File: config.mk
export PLATFORM = sky130hd
export DESIGN_NAME = subpicture_rle_line_decoder_core_flat
export DESIGN_NICKNAME = d
export VERILOG_FILES = /design/src/srle_pkg.sv /design/src/srle_if.sv /design/src/srle_front.sv /design/src/srle_back.sv /design/src/subpicture_rle_line_decoder_core.sv /design/src/flat_wrapper.sv
export SDC_FILE = /design/constraint.sdc
export NUM_CORES = 1
export LEC_CHECK = 0
export ABC_AREA = 1
export BUFFER_PORTS_ARGS = -buffer_cell sky130_fd_sc_hd__buf_2
export CAP_MARGIN = 10
export CORE_MARGIN = 10
export CORE_UTILIZATION = 51
export DETAILED_ROUTE_END_ITERATION = 7
export MAX_ROUTING_LAYER = met4
export PLACE_DENSITY = 0.72
export SYNTH_ARGS = -nofsm -noshare
export SYNTH_HDL_FRONTEND = slang
export SYNTH_SLANG_ARGS = --single-unit
File: constraint.sdc
create_clock -name clock -period 15.2 [get_ports clock]
set_input_delay 0.76 -clock clock [delete_from_list [all_inputs] [get_ports clock]]
set_output_delay 0.76 -clock clock [all_outputs]
set_load 0.01 [all_outputs]
File: src/srle_pkg.sv
`default_nettype none
// ----------------------------------------------------------------------------
// srle_pkg
// Shared widths, constants and types of the subpicture RLE line decoder.
// ----------------------------------------------------------------------------
package srle_pkg;

   localparam int unsigned BYTE_W      = 8;
   localparam int unsigned COLOR_W     = 2;
   localparam int unsigned LEN_W       = 13;
   localparam int unsigned WIDTH_W     = 13;
   // longest code is four nybbles with a 3-nybble prefix below 0x40
   localparam int unsigned CODE_W      = 10;
   localparam int unsigned PART_W      = 6;
   localparam int unsigned QUEUE_DEPTH = 4;

   localparam logic [WIDTH_W-1:0] WIDTH_RESET = 13'd720;

   localparam logic [CODE_W-1:0] DONE1_MIN = 10'h004;
   localparam logic [CODE_W-1:0] DONE2_MIN = 10'h010;
   localparam logic [CODE_W-1:0] DONE3_MIN = 10'h040;

   typedef struct packed {
      logic [COLOR_W-1:0] color;
      logic [LEN_W-1:0]   length;
      logic               eol;
   } srle_run_type;

   // one decoded byte: one or two runs
   typedef struct packed {
      logic         two;
      srle_run_type first;
      srle_run_type second;
   } srle_entry_type;

   typedef struct packed {
      logic           valid;
      srle_entry_type entry;
   } srle_push_type;

endpackage
`default_nettype wire

File: src/srle_if.sv
`default_nettype none
// ----------------------------------------------------------------------------
// srle_req_if / srle_rsp_if
// Valid/ready channels for coded bytes in and pixel runs out.
// ----------------------------------------------------------------------------
interface srle_req_if import srle_pkg::*; ();
   logic              valid;
   logic              ready;
   logic [BYTE_W-1:0] data_byte;
   logic              data_exhausted;

   modport source (output valid, output data_byte, output data_exhausted, input ready);
   modport sink   (input valid, input data_byte, input data_exhausted, output ready);
endinterface

interface srle_rsp_if import srle_pkg::*; ();
   logic               valid;
   logic               ready;
   logic [COLOR_W-1:0] run_color;
   logic [LEN_W-1:0]   run_length;
   logic               end_of_line;
   logic               last;

   modport source (output valid, output run_color, output run_length,
                   output end_of_line, output last, input ready);
   modport sink   (input valid, input run_color, input run_length,
                   input end_of_line, input last, output ready);
endinterface
`default_nettype wire

File: src/srle_front.sv
`default_nettype none
// ----------------------------------------------------------------------------
// srle_front
// Accepts coded bytes, assembles nybble codes, clips runs to the line and
// pushes the one or two runs of each byte into the run queue.
// ----------------------------------------------------------------------------
module srle_front import srle_pkg::*; #(
   parameter int unsigned MAX_WIDTH = 4096
) (
   input  wire logic                clock,
   input  wire logic                reset,
   input  wire logic [WIDTH_W-1:0]  line_width,
   input  wire logic                full,
   output srle_push_type            push,
   srle_req_if.sink                 req_bus
);

   localparam int unsigned PW = $clog2(MAX_WIDTH + 1);

   typedef struct packed {
      logic               done;
      logic [PART_W-1:0]  part;
      logic [1:0]         pend;
      logic [COLOR_W-1:0] color;
      logic [PW-1:0]      len;
      logic [PW-1:0]      pos;
      logic               eol;
   } step_type;

   function automatic step_type nyb_step(input logic [PART_W-1:0] part,
                                         input logic [1:0]        pend,
                                         input logic [3:0]        nyb,
                                         input logic [PW-1:0]     pos,
                                         input logic [PW-1:0]     w);
      step_type              s;
      logic [CODE_W-1:0]     code;
      logic [CODE_W-3:0]     count;
      logic [PW-1:0]         rem;
      logic [PW-1:0]         sum;
      code   = {part, nyb};
      count  = code[CODE_W-1:2];
      s.done = (pend == 2'd3) ||
               (pend == 2'd0 && code >= DONE1_MIN) ||
               (pend == 2'd1 && code >= DONE2_MIN) ||
               (pend == 2'd2 && code >= DONE3_MIN);
      s.part  = s.done ? '0 : code[PART_W-1:0];
      s.pend  = s.done ? 2'd0 : pend + 2'd1;
      s.color = code[COLOR_W-1:0];
      rem = w - pos;
      // zero count runs to end of line
      if (count == '0 || LEN_W'(count) > LEN_W'(rem)) begin
         s.len = rem;
      end else begin
         s.len = PW'(count);
      end
      sum   = pos + s.len;
      s.eol = (sum == w);
      // an unfinished code leaves the position alone
      if (!s.done) begin
         s.pos = pos;
      end else begin
         s.pos = s.eol ? '0 : sum;
      end
      return s;
   endfunction

   logic [PART_W-1:0] part_ff, part_in;
   logic [1:0]        pend_ff, pend_in;
   logic [PW-1:0]     pos_ff, pos_in;

   logic [PW-1:0]     width_use;
   logic [PW-1:0]     pos_start;
   step_type          step_a;
   step_type          step_b;
   logic              go_b;
   logic              done_b;
   logic              accept;
   srle_run_type      run_a;
   srle_run_type      run_b;

   always_comb begin
      if (line_width == '0) begin
         width_use = PW'(1);
      end else if (line_width > WIDTH_W'(MAX_WIDTH)) begin
         width_use = PW'(MAX_WIDTH);
      end else begin
         width_use = PW'(line_width);
      end
   end

   assign req_bus.ready = !full;
   assign accept        = req_bus.valid && req_bus.ready;

   // a width shrink can leave the position past the line end
   assign pos_start = (pos_ff >= width_use) ? '0 : pos_ff;

   always_comb begin
      step_a = nyb_step(part_ff, pend_ff, req_bus.data_byte[7:4], pos_start, width_use);
      step_b = nyb_step(step_a.part, step_a.pend, req_bus.data_byte[3:0],
                        step_a.pos, width_use);
   end

   // line end in the high nybble drops the low nybble
   assign go_b   = !(step_a.done && step_a.eol);
   assign done_b = go_b && step_b.done;

   assign run_a = '{color: step_a.color, length: LEN_W'(step_a.len), eol: step_a.eol};
   assign run_b = '{color: step_b.color, length: LEN_W'(step_b.len), eol: step_b.eol};

   always_comb begin
      push.valid        = 1'b0;
      push.entry.two    = 1'b0;
      push.entry.first  = run_a;
      push.entry.second = run_b;
      part_in           = part_ff;
      pend_in           = pend_ff;
      pos_in            = pos_ff;
      if (accept) begin
         if (req_bus.data_exhausted) begin
            push.valid              = 1'b1;
            push.entry.first.color  = '0;
            push.entry.first.length = LEN_W'(width_use - pos_start);
            push.entry.first.eol    = 1'b1;
            part_in                 = '0;
            pend_in                 = 2'd0;
            pos_in                  = '0;
         end else begin
            push.valid       = step_a.done || done_b;
            push.entry.two   = step_a.done && done_b;
            push.entry.first = step_a.done ? run_a : run_b;
            if (go_b) begin
               part_in = step_b.part;
               pend_in = step_b.pend;
               pos_in  = step_b.pos;
            end else begin
               part_in = step_a.part;
               pend_in = step_a.pend;
               pos_in  = step_a.pos;
            end
         end
      end
   end

   always_ff @(posedge clock) begin
      if (reset) begin
         part_ff <= '0;
         pend_ff <= 2'd0;
         pos_ff  <= '0;
      end else begin
         part_ff <= part_in;
         pend_ff <= pend_in;
         pos_ff  <= pos_in;
      end
   end

   a_no_partial_when_empty : assert property (@(posedge clock) disable iff (reset)
      pend_ff == 2'd0 |-> part_ff == '0)
      else $error("partial code bits held with no pending nybbles");

   a_exhaust_restarts_line : assert property (@(posedge clock) disable iff (reset)
      accept && req_bus.data_exhausted |=> pos_ff == '0 && pend_ff == 2'd0)
      else $error("data exhaustion did not restart the line");

   a_no_push_when_full : assert property (@(posedge clock) disable iff (reset)
      push.valid |-> !full)
      else $error("push into a full run queue");

endmodule
`default_nettype wire

File: src/srle_back.sv
`default_nettype none
// ----------------------------------------------------------------------------
// srle_back
// Run queue and output serializer: holds decoded bytes and sends their runs
// one beat at a time, marking the last run of each byte.
// ----------------------------------------------------------------------------
module srle_back import srle_pkg::*; (
   input  wire logic      clock,
   input  wire logic      reset,
   input  srle_push_type  push,
   output logic           full,
   srle_rsp_if.source     rsp_bus
);

   localparam int unsigned PTR_W = $clog2(QUEUE_DEPTH);
   localparam int unsigned CNT_W = $clog2(QUEUE_DEPTH + 1);

   srle_entry_type   queue_ff [QUEUE_DEPTH];
   logic [PTR_W-1:0] wr_ptr_ff, wr_ptr_in;
   logic [PTR_W-1:0] rd_ptr_ff, rd_ptr_in;
   logic [CNT_W-1:0] count_ff, count_in;
   logic             sel_ff, sel_in;

   srle_entry_type   head;
   srle_run_type     cur;
   logic             beat;
   logic             pop;

   assign head = queue_ff[rd_ptr_ff];
   assign cur  = sel_ff ? head.second : head.first;

   assign rsp_bus.valid       = (count_ff != '0);
   assign rsp_bus.run_color   = cur.color;
   assign rsp_bus.run_length  = cur.length;
   assign rsp_bus.end_of_line = cur.eol;
   assign rsp_bus.last        = sel_ff || !head.two;

   assign full = (count_ff == CNT_W'(QUEUE_DEPTH));
   assign beat = rsp_bus.valid && rsp_bus.ready;
   assign pop  = beat && rsp_bus.last;

   always_comb begin
      wr_ptr_in = wr_ptr_ff;
      rd_ptr_in = rd_ptr_ff;
      count_in  = count_ff;
      sel_in    = sel_ff;
      if (push.valid) begin
         wr_ptr_in = (wr_ptr_ff == PTR_W'(QUEUE_DEPTH - 1)) ? '0 : wr_ptr_ff + 1'b1;
      end
      if (pop) begin
         rd_ptr_in = (rd_ptr_ff == PTR_W'(QUEUE_DEPTH - 1)) ? '0 : rd_ptr_ff + 1'b1;
         sel_in    = 1'b0;
      end else if (beat) begin
         sel_in = 1'b1;
      end
      case ({push.valid, pop})
         2'b10:   count_in = count_ff + 1'b1;
         2'b01:   count_in = count_ff - 1'b1;
         default: count_in = count_ff;
      endcase
   end

   always_ff @(posedge clock) begin
      if (push.valid) begin
         queue_ff[wr_ptr_ff] <= push.entry;
      end
   end

   always_ff @(posedge clock) begin
      if (reset) begin
         wr_ptr_ff <= '0;
         rd_ptr_ff <= '0;
         count_ff  <= '0;
         sel_ff    <= 1'b0;
      end else begin
         wr_ptr_ff <= wr_ptr_in;
         rd_ptr_ff <= rd_ptr_in;
         count_ff  <= count_in;
         sel_ff    <= sel_in;
      end
   end

   a_count_bound : assert property (@(posedge clock) disable iff (reset)
      count_ff <= CNT_W'(QUEUE_DEPTH))
      else $error("run queue count beyond depth");

   a_second_run_valid : assert property (@(posedge clock) disable iff (reset)
      sel_ff |-> count_ff != '0 && head.two)
      else $error("second run selected on a single-run entry");

   a_push_counts : assert property (@(posedge clock) disable iff (reset)
      push.valid && !pop |=> count_ff == $past(count_ff) + 1'b1)
      else $error("push not reflected in queue count");

endmodule
`default_nettype wire

File: src/subpicture_rle_line_decoder_core.sv
`default_nettype none
// ----------------------------------------------------------------------------
// subpicture_rle_line_decoder_core
// Decodes 2-bit subpicture run-length line data into clipped pixel runs.
// ----------------------------------------------------------------------------
// Usage:
//  req_bus carries one coded byte per beat (high nybble first) or, with
//  data_exhausted set, a request to fill the rest of the line with color 0.
//  rsp_bus carries pixel runs: color, clipped length, end_of_line, and last
//  on the final run of each byte. A byte that completes no code gives none.
//  csr_write_en/csr_write_data set the line width; write only while idle.
// Timing:
//  Runs are queued as their byte is accepted. The front end takes a byte
//  every cycle while the queue is not full; the output serializer sends
//  one run per cycle while rsp_bus.ready is high, so a byte with two runs
//  holds the output for both. A four-entry queue between the two absorbs
//  that and receiver stalls; req_bus.ready drops only when it is full.
// Reset:
//  Synchronous, active high. Clears code assembly, line position and queue;
//  line width returns to 720.
// ----------------------------------------------------------------------------
module subpicture_rle_line_decoder_core import srle_pkg::*; #(
   parameter int unsigned MAX_WIDTH = 4096
) (
   input  wire logic               clock,
   input  wire logic               reset,
   input  wire logic               csr_write_en,
   input  wire logic [WIDTH_W-1:0] csr_write_data,
   srle_req_if.sink                req_bus,
   srle_rsp_if.source              rsp_bus
);

   logic [WIDTH_W-1:0] line_width_ff, line_width_in;
   srle_push_type      push;
   logic               full;

   assign line_width_in = csr_write_en ? csr_write_data : line_width_ff;

   always_ff @(posedge clock) begin
      if (reset) begin
         line_width_ff <= WIDTH_RESET;
      end else begin
         line_width_ff <= line_width_in;
      end
   end

   srle_front #(
      .MAX_WIDTH (MAX_WIDTH)
   ) u_front (
      .clock      (clock),
      .reset      (reset),
      .line_width (line_width_ff),
      .full       (full),
      .push       (push),
      .req_bus    (req_bus)
   );

   srle_back u_back (
      .clock   (clock),
      .reset   (reset),
      .push    (push),
      .full    (full),
      .rsp_bus (rsp_bus)
   );

endmodule
`default_nettype wire
File: src/flat_wrapper.sv
// flat-port wrapper written by rule: the top's interface ports become plain ports
module subpicture_rle_line_decoder_core_flat import srle_pkg::*;
#(
   parameter int unsigned MAX_WIDTH = 4096
)
  (clock, reset, csr_write_en, csr_write_data, req_bus_valid, req_bus_data_byte, req_bus_data_exhausted, req_bus_ready, rsp_bus_valid, rsp_bus_run_color, rsp_bus_run_length, rsp_bus_end_of_line, rsp_bus_last, rsp_bus_ready);
  srle_req_if req_bus_i ();
  srle_rsp_if rsp_bus_i ();
  input  wire logic clock;
  input  wire logic reset;
  input  wire logic csr_write_en;
  input  wire logic [WIDTH_W-1:0] csr_write_data;
  input wire logic [$bits(req_bus_i.valid)-1:0] req_bus_valid;
  input wire logic [$bits(req_bus_i.data_byte)-1:0] req_bus_data_byte;
  input wire logic [$bits(req_bus_i.data_exhausted)-1:0] req_bus_data_exhausted;
  output wire logic [$bits(req_bus_i.ready)-1:0] req_bus_ready;
  output wire logic [$bits(rsp_bus_i.valid)-1:0] rsp_bus_valid;
  output wire logic [$bits(rsp_bus_i.run_color)-1:0] rsp_bus_run_color;
  output wire logic [$bits(rsp_bus_i.run_length)-1:0] rsp_bus_run_length;
  output wire logic [$bits(rsp_bus_i.end_of_line)-1:0] rsp_bus_end_of_line;
  output wire logic [$bits(rsp_bus_i.last)-1:0] rsp_bus_last;
  input wire logic [$bits(rsp_bus_i.ready)-1:0] rsp_bus_ready;
  assign req_bus_i.valid = req_bus_valid;
  assign req_bus_i.data_byte = req_bus_data_byte;
  assign req_bus_i.data_exhausted = req_bus_data_exhausted;
  assign req_bus_ready = req_bus_i.ready;
  assign rsp_bus_valid = rsp_bus_i.valid;
  assign rsp_bus_run_color = rsp_bus_i.run_color;
  assign rsp_bus_run_length = rsp_bus_i.run_length;
  assign rsp_bus_end_of_line = rsp_bus_i.end_of_line;
  assign rsp_bus_last = rsp_bus_i.last;
  assign rsp_bus_i.ready = rsp_bus_ready;
  subpicture_rle_line_decoder_core #(.MAX_WIDTH(MAX_WIDTH)) u_core (.clock(clock), .reset(reset), .csr_write_en(csr_write_en), .csr_write_data(csr_write_data), .req_bus(req_bus_i), .rsp_bus(rsp_bus_i));
endmodule
# --- Yosys cells after proc, flatten, opt, wreduce, memory -nomap -nowiden ---
# Memories as Yosys holds them, arrays and structs flattened. A register that Yosys moved wholly into a read port is not among the register bits.
# Index checks and enable logic that the tools add are counted.
totals:
  register_bits: 42
  ramBits: 132
  input_bits: 27
  out_inout_bits: 19
  wordCells: 107
  n_memories: 1
op_classes:
  n_addsub: 10
  order_cmp: 10
  eq_ne: 13
  n_mux: 32
  reduce_logical: 33
memory_table:
  columns: ["memory", "depth", "width", "read_ports", "rd_ports_with_merged_regs", "wr", "line", "source"]
  rows:
  - ["u_core.u_back.queue_ff", 4, 33, 1, 1, 1, "srle_back.sv:18", "srle_entry_type queue_ff [QUEUE_DEPTH];"]
ops:
  columns: ["operator", "count"]
  rows:
  - ["$mux W13", 11]
  - ["$mux W16", 3]
  - ["$add A13 B13 Y13", 2]
  - ["$eq A13 B13 Y1", 2]
  - ["$gt A8 B13 Y1", 2]
  - ["$sub A13 B13 Y13", 2]
  - ["$mux W6", 4]
  - ["$ge A10 B3 Y1 const B", 2]
  - ["$ge A10 B5 Y1 const B", 2]
  - ["$ge A10 B7 Y1 const B", 2]
  - ["$mux W18", 1]
  - ["$logic_not A8 Y1", 2]
  - ["$mux W2", 8]
  - ["$eq A2 B2 Y1 const B", 7]
  - ["$ge A13 B13 Y1", 1]
  - ["$gt A13 B13 Y1 const B", 1]
  - ["$logic_not A13 Y1", 1]
  - ["$logic_and A1 B1 Y1", 12]
  - ["$logic_or A1 B1 Y1", 10]
  - ["$add A2 B1 Y2 const B", 4]
  - ["$eq A2 B1 Y1 const B", 3]
  - ["$pmux W3 S2", 1]
  - ["$logic_not A2 Y1", 2]
  - ["$mux W1", 4]
  - ["7 further kinds", 9]

# --- Longest topological paths before layout ---
depth:
  depth_word: 24
  depth_mapped: 94
  mapped_depth_nobuf: 92

# --- By module ---
# A second synthesis with hierarchy kept.
unflattened:
  hier_cells: 1571
  hier_area_um2: 12210.5
by_module_without_submodules:
  columns: ["mod", "instances", "cells_per_inst", "area_each_um2", "seq_area_each_um2"]
  rows:
  - ["srle_front", 1, 1055, 6114.6, 420.4]
  - ["srle_back", 1, 441, 5581.6, 4164.0]
  - ["subpicture_rle_line_decoder_core", 1, 75, 514.2, 260.2]

# --- Worst setup path after synthesis ---
# No wires, ideal clock.
synth_path:
  path_type: "register -> register"
  start: "reg u_core.line_width_ff[0]"
  end: "mem u_core.u_back.queue_ff[0][16] (netlist name) (data pin)"
  setup_ns: 0.175
  t_arrival_ns: 11.634
  required_ns: 15.025
  setup_slack_ns: 3.391
  stages_incl_launch_ff: 91
  path_buffers: 2
  synth_period_minus_slack_ns: 11.809
  cell_sequence: "dfxtp_1 -> nor2_1 -> nand2_1 -> nor2_1 -> nand2_1 -> nand2_2 -> inv_2 -> nor2_4 -> inv_2 -> ha_1 -> nand2_1 -> inv_1 -> nand2_1 -> nand2_1 -> a21oi_2 -> nand2_1 -> nor2_1 -> inv_1 -> (+55 left out) -> inv_1 -> a21oi_1 -> o21ai_0 -> a21o_1 -> nand2_1 -> nand2_1 -> a21oi_1 -> or2_2 -> nand2_1 -> nor2_1 -> nor3_1 -> nand4_1 -> nor2_1 -> nand3_2 -> buf_6 -> o21ai_1 -> nand2_1 -> o21ai_1"
synth_rtl:
  columns: ["element", "line", "source"]
  rows:
  - ["start: declaration", "subpicture_rle_line_decoder_core.sv:33", "logic [WIDTH_W-1:0] line_width_ff, line_width_in;"]
  - ["start signal: assignment", "subpicture_rle_line_decoder_core.sv:43", "line_width_ff <= line_width_in;"]
  - ["end: declaration", "srle_back.sv:18", null]

==> reports/metrics.yaml <==
clock_network:
  clkLatencyLatePin_ns: 0.45
  cts-htree-levels: 4
  cts-root-buf: "clkbuf_16"
  cts_buffer_depth: 2
  cts_hold_buf: 0
  clk_pin_slew_worst_paths_ns: 0.08
  cts_tree: "done"
  cts.sinks: 176
  cts_buffers: 17
drt:
  routed-wl-met3_mm: 2.49
  vias: 10600
  wl_met1_mm: 15.5
  wirelength_mm: 36.0
  dr_wl_met2_mm: 16.8
  ant_nets: 0
  drc_errors: 0
  routedWlPerCell_um: 18.9
  drt-initial-drc-count: 1114
  highest_layer: "met4"
  drtPass1Iterations: 5
  via_per_inst: 5.58
critical_path:
  slowest_delay_ns: 0.56
  cpMostUsedCell: "nand2_1"
  crit_arrival_ns: 14.32
  start_kind: "flip-flop"
  cp.depth: 83
  path_buf_inv: 10
  crit_type: "reg2reg"
  critPathCaptureType: "flip-flop"
  path_delay_family: "simple AND/OR/NAND/NOR gates"
  reg2reg_depth: 83
  path_max_fanout: 18
  slowest_stage: "dfxtp_2"
  worstPathRequired_ns: 15.44
power_and_ir_drop:
  power.density_nw_per_um2: 159
  swShare_pct: 44.5
  ir_drop_mv: 0.0702
  power_mw: 2.10
  clockPowerShare_pct: 21.1
  power_frac_comb_pct: 49.3
  intPower_mw: 1.16
  power_switching_uw: 933
  p_seq_share_pct: 29.6
  leakage_nw: 5.86
global_route:
  grt_max_degree: 68
  grt_usage_pct: 24.1
  grt_pass1_vias: 9875
  grt_antenna_before_repair: 0
  grt_pass1_wl_mm: 56.0
  grt_remaining_overflow: 0
yosys:
  ys_types: 57
  yosysMostFrequentCell: "nand2_1"
  netlist.area_leader.share_pct: 33.0
  syn_area_um2: 12000
  synthTopCellsByArea: "edfxtp_1 33%, nand2_1 9.3%, ha_1 9.3%"
  synth_flop_cell: "edfxtp_1"
  yosys_register_bits: 176
  synth_edf_count: 132
  synth-seq-area-share_pct: 40.4
  postSynthNetCount: 1659
  yosys-top-cells-count: "298 x nand2_1, 218 x nor2_1, 186 x inv_1"
  syn_area_per_cell_um2: 7.80
  postSynthCellCount: 1538
  yosysTopAreaCell: "edfxtp_1"
  synthArstFlopShare_pct: 0
  synth_warnings: 0
sta:
  min_period_ns: 14.08
  fmax_mhz: 71.0
  hold_ws_ns: 0.465
  slew-limit-headroom_pct: 24.4
  tightest_slew_ns: 1.13
  hold_viol: 0
  slew_violations: 0
  worst_slack_ns: 1.12
  setup_viol: 0
  skew_ns: 0.0188
  finalSetupTns_ns: 0
  period_share_pct: 92.7
floorplanning:
  die_h_um: 173
  core_um2: 23300
  start_util_pct: 51.4
  pin_count: 46
  num_rows: 56
  die_x_um: 173
  design.die.area_um2: 30100
placement:
  dpl_worst_slack_ns: 0.768
  postPlaceCellArea_um2: 12500
  dp_hpwl_mm: 26.6
  gp_congestion: 1.05
  io_buffers: 45
min_path:
  holdPathStages: 1
  min_path_type: "reg2reg"
layout:
  postLayoutCellArea_um2: 13200
  drive_gt1_share_pct: 11.2
  diodes: 0
  nets: 1689
  area_growth_pct: 9.91
flow_run:
  drv_cap: 0
status:
  outcome: "finished, final reports clean"
[worst register-to-register path: cells and delay by family, from the launching register on]
| kind | cells | cell delay (ns) |
|---|---|---|
| buffers and inverters | 10 | 1.18 |
| flip-flops | 1 | 0.56 |
| AND/OR/NAND/NOR | 42 | 5.19 |
| AO/OA/AOI/OAI | 18 | 3.32 |
| XOR/XNOR | 4 | 0.86 |
| adder cells (fa/ha/maj) | 9 | 2.80 |
[cell families after synthesis]
family | Yosys count | share of synthesized area (%)
AO/OA/AOI/OAI | 324 | 15.5
XOR/XNOR | 36 | 2.69
adder cells (fa/ha/maj) | 94 | 10.1
buffers and inverters | 253 | 8.17
flip-flops | 176 | 40.4
AND/OR/NAND/NOR | 655 | 23.2
[cell usage in the layout, fill, tap and decap left out, types with 10 or more instances in the layout]
master,synthesis,routed
nand2_1,298,298
nor2_1,218,212
inv_1,186,185
edfxtp_1,132,132
o21ai_0,126,125
ha_1,89,89
a21oi_1,85,85
nand3_1,59,59
buf_2,4,45
dfxtp_1,44,42
nand4_1,30,30
xor2_1,26,26
a31oi_1,22,22
o21ai_1,22,22
o22ai_1,21,21
clkbuf_16,0,18
inv_2,16,16
buf_4,2,11
a21oi_2,10,10
nand2_2,11,10
nor2_2,8,10
[cell type report]
cell class                 instances  area, µm²
fill                            2135      10100
sequential                       176       4850
multi-input combinational       1109       6220
timing repair buffer              57        335
inverter                         207        787
clock inverter                    13        141
tap                              319        399
clock buffer                      19        454
[per-layer routing]
| layer | global-route usage [%] | up-vias |
|---|---|---|
| met3 | 3.92 | 76 |
| met4 | 8.70 | 0 |
| met5 | - | - |
| met2 | 38.0 | 434 |
| li1 | - | 5229 |
| met1 | 30.9 | 4868 |
[state kept, by name, summed over array words and instances, names as in the netlist, named ones only]
name and cells:
u_core.u_back.count_ff 3, u_core.u_front.pend_ff 2, u_core.u_back.queue_ff 132, u_core.u_front.part_ff 6, u_core.u_back.sel_ff 1, u_core.u_back.wr_ptr_ff 2
u_core.u_back.rd_ptr_ff 2, u_core.line_width_ff 13, u_core.u_front.pos_ff 13
[power by group through the flow]
stage | sequential (mW) | clock (mW) | combinational [mW]
after floorplan | 0.625 | 0 | 0.719
after global placement | 0.630 | 0 | 0.998
after detailed placement | 0.631 | 0 | 1.00
after CTS | 0.621 | 0.448 | 1.01
after global routing | 0.627 | 0.466 | 1.14
final | 0.621 | 0.442 | 1.03
[final timing paths]
kind	start	to	slack, ns
setup / recovery	u_core.line_width_ff[12]$_SDFFE_PP0P_	u_core.u_back.queue_ff[3][16]$_DFFE_PP_	1.12
hold / removal	u_core.u_back.count_ff[0]$_SDFFE_PP0P_	u_core.u_back.count_ff[0]$_SDFFE_PP0P_	0.46
setup reg to reg	u_core.line_width_ff[12]$_SDFFE_PP0P_	u_core.u_back.queue_ff[3][16]$_DFFE_PP_	1.12
hold reg to reg	u_core.u_back.count_ff[0]$_SDFFE_PP0P_	u_core.u_back.count_ff[0]$_SDFFE_PP0P_	0.46
[stage by stage]
step | utilization [%] | cells
final | 56.5 | 1900
after global placement | 53.6 | 1864
after global routing | 56.5 | 1900
after floorplan | - | 1538
after CTS | 56.2 | 1896
after detailed placement | 53.6 | 1864
[what timing repair did]
item	4_1_cts	5_1_grt
setup endpoints to repair	0	21
setup buffers	0	3
resized for setup	0	10
Power figures use the tool's default switching activity.
